===== config.mk =====
export PLATFORM = sky130hd
export DESIGN_NAME = utf8_stream_decoder
export DESIGN_NICKNAME = d
export VERILOG_FILES = /design/src/utf8d_pkg.sv /design/src/utf8d_decode.sv /design/src/utf8d_rsp_queue.sv /design/src/utf8_stream_decoder.sv
export VERILOG_INCLUDE_DIRS = /design/src /design/src/src
export SDC_FILE = /design/constraint.sdc
export NUM_CORES = 1
export LEC_CHECK = 0
export CAP_MARGIN = 20
export CORE_MARGIN = 1
export CORE_UTILIZATION = 30
export CTS_BUF_LIST = sky130_fd_sc_hd__clkbuf_4
export DETAILED_ROUTE_END_ITERATION = 8
export DONT_BUFFER_PORTS = 1
export PLACE_DENSITY_LB_ADDON = 0.15
export SETUP_SLACK_MARGIN = 0.3
export SYNTH_ARGS = -nofsm -noshare
export SYNTH_HDL_FRONTEND = slang
export SYNTH_HIERARCHICAL = 1
export SYNTH_SLANG_ARGS = --single-unit

===== constraint.sdc =====
create_clock -name clock -period 6.12 [get_ports clock]
set_clock_uncertainty 0.05 [all_clocks]
set_input_delay 0.918 -clock clock [delete_from_list [all_inputs] [get_ports clock]]
set_output_delay 0.918 -clock clock [all_outputs]
set_load 0.01 [all_outputs]

===== src/assert_macros.svh =====
// assertion helpers for the top-level rtl file
// no dependencies; included inside module bodies after the package import
`ifndef ASSERT_MACROS_SVH
`define ASSERT_MACROS_SVH

// clocked property check, disabled while reset is high
`define ASSERT_CLK(label, clk, rst, prop, msg) \
   label: assert property (@(posedge clk) disable iff (rst) prop) else $error(msg);

// plain implication check on a clock, disabled while reset is high
`define ASSERT_IMPLIES(label, clk, rst, pre, post, msg) \
   label: assert property (@(posedge clk) disable iff (rst) (pre) |-> (post)) else $error(msg);

`endif


===== src/utf8d_pkg.sv =====
// shared types and constants of the utf-8 stream decoder
// no dependencies; imported by every module of the block
package utf8d_pkg;

   localparam int unsigned BYTE_W      = 8;
   localparam int unsigned CP_W        = 32;
   localparam int unsigned REM_W       = 3;
   localparam int unsigned QUEUE_DEPTH = 4;

   localparam logic [CP_W-1:0] MAX_CP_RESET = 32'h0000_FFFF;
   localparam logic [CP_W-1:0] QMARK_CP     = 32'h0000_003F;
   localparam logic [BYTE_W-1:0] BYTE_ALL_ONES = 8'hFF;
   localparam logic [1:0]      CONT_TAG     = 2'b10;

   // one result item
   typedef struct packed {
      logic [CP_W-1:0] code_point;
      logic            replaced;
      logic            last_of_run;
   } rsp_item_type;

   // queue status seen by the top level
   typedef struct packed {
      logic [3:0] count;
      logic       room_two;
   } queue_status_type;

endpackage


===== src/utf8d_decode.sv =====
// combinational decode of one byte against the current sequence state
// depends on utf8d_pkg
module utf8d_decode (
   input  logic [utf8d_pkg::BYTE_W-1:0] in_byte,
   input  logic [utf8d_pkg::CP_W-1:0]   acc,
   input  logic [utf8d_pkg::REM_W-1:0]  rem,
   input  logic [utf8d_pkg::CP_W-1:0]   max_cp,
   output logic [utf8d_pkg::CP_W-1:0]   acc_next,
   output logic [utf8d_pkg::REM_W-1:0]  rem_next,
   output logic [1:0]                   num_results,
   output utf8d_pkg::rsp_item_type      result0,
   output utf8d_pkg::rsp_item_type      result1
);
   import utf8d_pkg::*;

   logic [REM_W-1:0]  lead_len;
   logic [BYTE_W-1:0] lead_mask;
   logic [CP_W-1:0]   lead_acc;
   logic [CP_W-1:0]   shifted_acc;
   logic [REM_W-1:0]  rem_dec;

   // range check against the maximum register
   function automatic rsp_item_type checked(input logic [CP_W-1:0] v,
                                            input logic [CP_W-1:0] limit,
                                            input logic last);
      rsp_item_type r;
      r.last_of_run = last;
      if (v > limit) begin
         r.code_point = QMARK_CP;
         r.replaced   = 1'b1;
      end else begin
         r.code_point = v;
         r.replaced   = 1'b0;
      end
      return r;
   endfunction

   // leading-ones count and payload mask of a lead byte
   always_comb begin
      unique casez (in_byte)
         8'b10??_????: begin lead_len = 3'd1; lead_mask = 8'h3F; end
         8'b110?_????: begin lead_len = 3'd2; lead_mask = 8'h1F; end
         8'b1110_????: begin lead_len = 3'd3; lead_mask = 8'h0F; end
         8'b1111_0???: begin lead_len = 3'd4; lead_mask = 8'h07; end
         8'b1111_10??: begin lead_len = 3'd5; lead_mask = 8'h03; end
         8'b1111_110?: begin lead_len = 3'd6; lead_mask = 8'h01; end
         8'b1111_1110: begin lead_len = 3'd7; lead_mask = 8'h00; end
         default:      begin lead_len = 3'd0; lead_mask = 8'h00; end
      endcase
   end

   assign lead_acc = {{(CP_W-BYTE_W){1'b0}}, in_byte & lead_mask};
   assign rem_dec  = rem - 3'd1;

   // continuation adds six bits, any other byte adds all eight
   assign shifted_acc = (in_byte[7:6] == CONT_TAG) ? {acc[CP_W-7:0], in_byte[5:0]}
                                                   : {acc[CP_W-9:0], in_byte};

   // next state and results
   always_comb begin
      acc_next    = acc;
      rem_next    = rem;
      num_results = 2'd0;
      result0     = '0;
      result1     = '0;
      if (rem == '0) begin
         if (!in_byte[7]) begin
            // ascii passes through unchecked
            num_results          = 2'd1;
            result0.code_point   = {{(CP_W-BYTE_W){1'b0}}, in_byte};
            result0.last_of_run  = 1'b1;
         end else if (in_byte == BYTE_ALL_ONES) begin
            num_results          = 2'd1;
            result0.code_point   = QMARK_CP;
            result0.replaced     = 1'b1;
            result0.last_of_run  = 1'b1;
         end else if (lead_len == 3'd1) begin
            // single-byte sequence completes at once
            num_results = 2'd1;
            result0     = checked(lead_acc, max_cp, 1'b1);
            acc_next    = '0;
         end else begin
            acc_next = lead_acc;
            rem_next = lead_len - 3'd1;
         end
      end else if (in_byte == '0) begin
         // zero byte ends the sequence early
         num_results          = 2'd2;
         result0              = checked(acc, max_cp, 1'b0);
         result1.last_of_run  = 1'b1;
         acc_next             = '0;
         rem_next             = '0;
      end else begin
         rem_next = rem_dec;
         if (rem_dec == '0) begin
            num_results = 2'd1;
            result0     = checked(shifted_acc, max_cp, 1'b1);
            acc_next    = '0;
         end else begin
            acc_next = shifted_acc;
         end
      end
   end

endmodule


===== src/utf8d_rsp_queue.sv =====
// small result queue: takes up to two items per cycle, gives one
// depends on utf8d_pkg
module utf8d_rsp_queue #(
   parameter int unsigned DEPTH = utf8d_pkg::QUEUE_DEPTH
) (
   input  logic                         clock,
   input  logic                         reset,
   input  logic [1:0]                   push_num,
   input  utf8d_pkg::rsp_item_type      push0,
   input  utf8d_pkg::rsp_item_type      push1,
   output utf8d_pkg::rsp_item_type      head,
   output logic                         head_valid,
   input  logic                         pop,
   output utf8d_pkg::queue_status_type  status
);
   import utf8d_pkg::*;

   localparam int unsigned PTR_W = (DEPTH > 1) ? $clog2(DEPTH) : 1;
   localparam int unsigned CNT_W = $clog2(DEPTH + 1);
   localparam logic [PTR_W-1:0] LAST_PTR = PTR_W'(DEPTH - 1);

   rsp_item_type     entries_ff [DEPTH];
   logic [PTR_W-1:0] wr_ptr_ff, wr_ptr_in;
   logic [PTR_W-1:0] rd_ptr_ff, rd_ptr_in;
   logic [CNT_W-1:0] count_ff,  count_in;
   logic [PTR_W-1:0] wr_ptr_p1, wr_ptr_p2;
   logic             do_pop;

   function automatic logic [PTR_W-1:0] wrap_inc(input logic [PTR_W-1:0] p);
      return (p == LAST_PTR) ? '0 : p + PTR_W'(1);
   endfunction

   assign wr_ptr_p1 = wrap_inc(wr_ptr_ff);
   assign wr_ptr_p2 = wrap_inc(wr_ptr_p1);
   assign do_pop    = pop && (count_ff != '0);

   // pointer and fill count update
   always_comb begin
      rd_ptr_in = do_pop ? wrap_inc(rd_ptr_ff) : rd_ptr_ff;
      case (push_num)
         2'd1:    wr_ptr_in = wr_ptr_p1;
         2'd2:    wr_ptr_in = wr_ptr_p2;
         default: wr_ptr_in = wr_ptr_ff;
      endcase
      count_in = count_ff + CNT_W'(push_num) - CNT_W'(do_pop);
   end

   always_ff @(posedge clock) begin
      if (reset) begin
         wr_ptr_ff <= '0;
         rd_ptr_ff <= '0;
         count_ff  <= '0;
      end else begin
         wr_ptr_ff <= wr_ptr_in;
         rd_ptr_ff <= rd_ptr_in;
         count_ff  <= count_in;
      end
   end

   // entry storage
   always_ff @(posedge clock) begin
      if (push_num != 2'd0) begin
         entries_ff[wr_ptr_ff] <= push0;
      end
      if (push_num == 2'd2) begin
         entries_ff[wr_ptr_p1] <= push1;
      end
   end

   assign head            = entries_ff[rd_ptr_ff];
   assign head_valid      = (count_ff != '0);
   assign status.count    = 4'(count_ff);
   assign status.room_two = (32'(count_ff) + 32'd2 <= DEPTH);

endmodule


===== src/utf8_stream_decoder.sv =====
// Byte-stream UTF-8 decoder: one byte per req item, code points out on rsp.
// A byte is taken every cycle while the result queue has room for two items;
// it is held in the input register, is decoded there in a single pass,
// and its results (none, one, or two for a zero byte that cuts a sequence
// short) are pushed into the result queue that drives rsp. Sustained rate
// is one byte per cycle; a stalled rsp side fills the QUEUE_DEPTH-entry
// result queue until it lacks room for two items, which holds req_tready low.
// Top level; depends on utf8d_pkg, utf8d_decode, utf8d_rsp_queue.
module utf8_stream_decoder #(
   parameter int unsigned QUEUE_DEPTH = utf8d_pkg::QUEUE_DEPTH
) (
   input  logic                        clock,
   input  logic                        reset,
   // configuration: max_code_point
   input  logic                        csr_valid,
   output logic                        csr_ready,
   input  logic [utf8d_pkg::CP_W-1:0]  csr_data,
   // input items
   input  logic                        req_tvalid,
   output logic                        req_tready,
   input  logic [7:0]                  req_tdata,   // [7:0] in_byte
   // result items
   output logic                        rsp_tvalid,
   input  logic                        rsp_tready,
   output logic [31:0]                 rsp_tdata,   // [31:0] code_point
   output logic                        rsp_tuser,   // [0] replaced
   output logic                        rsp_tlast    // last_of_run
);
   import utf8d_pkg::*;
   `include "assert_macros.svh"

   logic [CP_W-1:0]   max_cp_ff;
   logic              in_valid_ff;
   logic [BYTE_W-1:0] in_byte_ff;
   logic [CP_W-1:0]   acc_ff, acc_in;
   logic [REM_W-1:0]  rem_ff, rem_in;
   logic [1:0]        num_results;
   rsp_item_type      result0, result1, head;
   queue_status_type  q_status;
   logic              consume;
   logic              req_accept;

   assign csr_ready  = 1'b1;
   assign consume    = in_valid_ff && q_status.room_two;
   assign req_tready = !in_valid_ff || consume;
   assign req_accept = req_tvalid && req_tready;

   // configuration register
   always_ff @(posedge clock) begin
      if (reset) begin
         max_cp_ff <= MAX_CP_RESET;
      end else if (csr_valid) begin
         max_cp_ff <= csr_data;
      end
   end

   // input register
   always_ff @(posedge clock) begin
      if (reset) begin
         in_valid_ff <= 1'b0;
      end else if (req_accept) begin
         in_valid_ff <= 1'b1;
      end else if (consume) begin
         in_valid_ff <= 1'b0;
      end
      if (req_accept) begin
         in_byte_ff <= req_tdata;
      end
   end

   utf8d_decode u_decode (
      .in_byte     (in_byte_ff),
      .acc         (acc_ff),
      .rem         (rem_ff),
      .max_cp      (max_cp_ff),
      .acc_next    (acc_in),
      .rem_next    (rem_in),
      .num_results (num_results),
      .result0     (result0),
      .result1     (result1)
   );

   // sequence state advances when the held item is decoded
   always_ff @(posedge clock) begin
      if (reset) begin
         acc_ff <= '0;
         rem_ff <= '0;
      end else if (consume) begin
         acc_ff <= acc_in;
         rem_ff <= rem_in;
      end
   end

   utf8d_rsp_queue #(
      .DEPTH (QUEUE_DEPTH)
   ) u_queue (
      .clock      (clock),
      .reset      (reset),
      .push_num   (consume ? num_results : 2'd0),
      .push0      (result0),
      .push1      (result1),
      .head       (head),
      .head_valid (rsp_tvalid),
      .pop        (rsp_tready),
      .status     (q_status)
   );

   assign rsp_tdata = head.code_point;
   assign rsp_tuser = head.replaced;
   assign rsp_tlast = head.last_of_run;

   // checks
   `ASSERT_CLK(a_queue_bound, clock, reset, (32'(q_status.count) <= QUEUE_DEPTH), "result queue overfilled")
   `ASSERT_IMPLIES(a_zero_ends_seq, clock, reset, consume && (rem_ff != '0) && (in_byte_ff == '0), ##1 (rem_ff == '0) && (acc_ff == '0), "zero byte did not end the sequence")
   `ASSERT_IMPLIES(a_valid_tracks_queue, clock, reset, consume && (num_results != 2'd0), ##1 rsp_tvalid, "decoded item missing from rsp")

endmodule


Word level (Yosys, flattened, before mapping)
Memory sizes are Yosys's and may differ from the RTL's. A register that Yosys moved wholly into a read port is not among the register bits. Cells that the tools add are included.

Add/subtract/negate cells: 8. $lt $le $gt $ge: 4. Equal/unequal tests: 17. Multiplexer cells: 46. Bitwise logic cells: 1. Reduce and logical (&&, ||, !) cells: 14.

Operators by type and width (count): 32-bit 2-to-1 mux (7); 34-bit 2-to-1 mux (5); 33-bit 2-to-1 mux (2); 32-bit greater-than comparator (2); 6-bit one-hot mux with 6 select lines (1); 8-bit by 32-bit greater-than comparator with 1-bit output (1); 32-bit by 3-bit less-or-equal comparator with 1-bit output, second input constant (1); 3-bit one-hot mux with 7 select lines (1); 2-bit 2-to-1 mux (10); 8-bit equality test, second input constant (2); 3-bit 2-to-1 mux (5); 1-bit 2-to-1 mux (12); 2-bit equality test, second input constant (5); 9-bit 2-to-1 mux (1); 8-bit by 6-bit bitwise AND with 8-bit output (1); 8-bit logical NOT (1); 8-bit 2-to-1 mux (1); 7-bit equality test, second input constant (1); 2-bit by 1-bit adder with 2-bit output, second input constant (3); 6-bit equality test, second input constant (1); 3-bit logical NOT (2); 2-bit inequality test, second input constant (3); 2-bit nonzero test (3); 3-bit by 1-bit subtractor with 3-bit output, second input constant (2); 15 further kinds (17).

Register bits after elaboration: 83. RAM bits: 136. Word-level logic and storage cells: 99. Memories: 1.

Memories: u_queue.entries_ff (words 4, bits a word 34, read ports 1, clocked after Yosys merged registers in 1, write ports 2, line utf8d_rsp_queue.sv:22) `rsp_item_type entries_ff [DEPTH];`.

Longest topological paths before layout
Word-level depth: 11. Depth in mapped cells: 19.

Cells and area by module
Netlist, hierarchy kept.

By module, submodules not included: utf8d_rsp_queue (instances 1, cells an instance 398, area an instance 7214.4 µm²); utf8d_decode (instances 1, cells an instance 525, area an instance 3733.6 µm²); utf8_stream_decoder (instances 1, cells an instance 282, area an instance 3179.3 µm²).

Least setup slack after synthesis
OpenSTA, ideal clock, no wires.

Path kind: register to register. From: register in_byte_ff[5]. To: memory u_queue/entries_ff[1][0] (netlist name) (enable). Setup time: 0.472 ns. Data arrival time: 4.794 ns. Setup slack: 0.804 ns. Stages on the path, launching flop included: 17. Buffers on the path: 3. Period minus slack after synthesis: 5.316 ns. Path through: edfxtp_1 > buf_2 > and3_1 > buf_2 > nand2_1 > o211ai_1 > nand2_1 > inv_1 > ha_1 > nand2b_1 > and3_1 > clkbuf_1 > o22ai_1 > and3_1 > inv_1 > ha_1 > o21ai_0.

RTL lines: from (decl) (line utf8_stream_decoder.sv:34) `logic [BYTE_W-1:0] in_byte_ff;`; from (signal assigned) (line utf8_stream_decoder.sv:67) `in_byte_ff <= req_tdata;`; to (decl) (line utf8d_rsp_queue.sv:22).

==> run_results.csv <==
group,metric,value,unit
die,die_h,218.9,µm
sta,fmaxAchievable,204.1,MHz
sta,hold_viol,0,
power,leakagePower,0.006164,µW
global_route,grt.busiest_layer,"met2",
routing,via_per_inst,4.999,
setup_path,crit_required,6560,ps
setup_path,slowest_stage,"edfxtp_1",
routing,drt-total-wl,38450,µm
die,coreArea,46460,µm²
cts,h-tree-depth,3,
die,start_util,30.39,%
outcome,status,"finished clean",
setup_path,start_kind,"flop",
yosys,syn_inst,1203,
sta,period_minus_slack,4899,ps
sta,tns,0,ps
hold_path,hold_class,"primary input to flop",
sta,slew-limit-headroom,27.98,%
placed_design,gp_congestion,0.7977,
cts,cts_sinks,221,
sta,worst_hold_slack,190.2,ps
cts,post_cts_resize_count,0,
cts,post-cts-setup-buffers,0,
die,dieArea,47930,µm²
finish,final-instance-count-excl-fill,1871,
yosys,syn_area,14120,µm²
finish,syn2layout_area_growth,7.916,%
cts,cts_inserted_buffers,68,
cts,holdBufCountCts,0,
setup_path,path_cells,"and3_1 -> nand2_1 -> o211ai_1 -> nand2_1 -> inv_1 -> ha_1 -> nand2b_1 -> and3_1 -> o22ai_1 -> and3_1 -> inv_1 -> ha_1 -> nand2_2 -> buf_4 -> mux2_2",
setup_path,crit_top_cell,"and3_1",
sta,post-route-period-util,80.05,%
setup_path,crit_buf_inv,3,
global_route,grt_overflow,0,
global_route,grt_max_degree,76,
yosys,avgSynthCellArea,11.73,µm²
setup_path,worstSetupPathType,"flop to flop",
global_route,gr-usage-all-layers,16.50,%
sta,rsz0062_at_grt,"false",
setup_path,cpPeakStageDelay,600,ps
flow_run,cap_viol_max_count,0,
sta,finalMaxSlewViolations,0,
cts,cts-root-buf,"clkbuf_4",
placed_design,place_inst,1747,
yosys,yosysWarnings,6,
global_route,grt_pass1_vias,9477,
global_route,grtUsageMet2,24.21,%
sta,setup_viol,0,
finish,drive_gt1_share,29.98,%
routing,vias,9353,
routing,first_pass_iters,5,
power,power_density,293.1,nW/µm²
setup_path,cp-end-kind,"flop",
setup_path,cp.arrival,5340,ps
setup_path,worst-path-max-fanout,20,
global_route,antenna_found_initial,2,
finish,fin_nets,1345,
sta,worst_pin_slew,1078,ps
routing,wl_per_cell,20.55,µm
die,pin_count,82,
setup_path,cp_top_family,"simple AND/OR/NAND/NOR gates",
placed_design,place_area,14300,µm²
cts,clk_latency,750,ps
cts,cts_tree,"built",
finish,design_area,15230,µm²
power,peakVddDrop,0.2317,mV
cts,cts.clk_slew.worst_paths,60,ps
routing,drt_iter0_drc,666,
cts,cts_buffer_depth,3,
routing,drc,0,
placed_design,place_hpwl,25700,µm
global_route,grt_pass1_wl,59320,µm
global_route,met3_usage,3.742,%
placed_design,io_buffers,0,
routing,postRouteAntennaNets,0,
die,die_x,218.9,µm
die,rows,79,
global_route,met1_usage,23.67,%
[sequential cells by signal (all words and copies together), names as in the netlist, named ones only]
name	flops
in_byte_ff	8
in_valid_ff	1
u_queue/wr_ptr_ff	2
rem_ff	3
u_queue/entries_ff	136
u_queue/count_ff	3
u_queue/rd_ptr_ff	2
acc_ff	32
max_cp_ff	32
[where the power goes]
group,internal [µW],switching (µW)
Sequential,1710,75.2
Combinational,387,731
Clock,882,681
Total,2980,1490
[metal layers]
metal  routed length, µm  vias to the layer above
met3                1783                       61
li1                    -                     4512
met1               19260                     4556
met4                 765                        0
met5                   0                        -
met2               16640                      224
[final timing paths]
kind	start	endpoint	slack, ps	depth (start not counted)
max	in_byte_ff[5]$_DFFE_PP_	u_queue/entries_ff[0][0]$_DFFE_PP_	1220	15
min	reset	acc_ff[10]$_SDFFE_PP0P_	190	1
max reg2reg	in_byte_ff[5]$_DFFE_PP_	u_queue/entries_ff[0][0]$_DFFE_PP_	1220	15
min reg2reg	u_queue/rd_ptr_ff[0]$_SDFFE_PP0N_	flop	430	2
[through the flow]
step / setup WS [ps] / utilization (%) / total power (µW)
finish: 1221 / 32.79 / 4465
CTS: 1168 / 32.77 / 4561
global placement: 1137 / 30.79 / 2951
detailed placement: 1231 / 30.79 / 2954
floorplan: 804.1 / - / 2729
global route: 837.5 / 32.79 / 4732
[layout by cell type, fill, tap and decap left out, types with 21 or more instances in the layout]
| cell | instances |
|---|---|
| nand2_1 | 57 |
| a21bo_1 | 33 |
| conb_1 | 34 |
| edfxtp_1 | 144 |
| o21ai_0 | 40 |
| nor2_1 | 34 |
| dfxtp_1 | 75 |
| nor2b_1 | 21 |
| clkbuf_4 | 108 |
| mux2i_1 | 43 |
| inv_1 | 80 |
| nand3_1 | 59 |
| mux2_2 | 136 |
| mux4_2 | 34 |
| a21oi_2 | 36 |
| nand4_1 | 21 |
| a21oi_1 | 36 |
| ha_1 | 89 |
[layout make-up]
| type | count | area (µm²) |
|---|---|---|
| Clock inverter | 13 | 112.6 |
| Antenna cell | 3 | 7.507 |
| Timing Repair Buffer | 17 | 127.6 |
| Clock buffer | 108 | 810.8 |
| Sequential cell | 221 | 5868 |
| Fill cell | 4805 | 31220 |
| Multi-Input combinational cell | 821 | 7243 |
| Tap cell | 607 | 759.5 |
| Inverter | 81 | 304.0 |
Note: power is estimated with default switching activity, not from simulation.
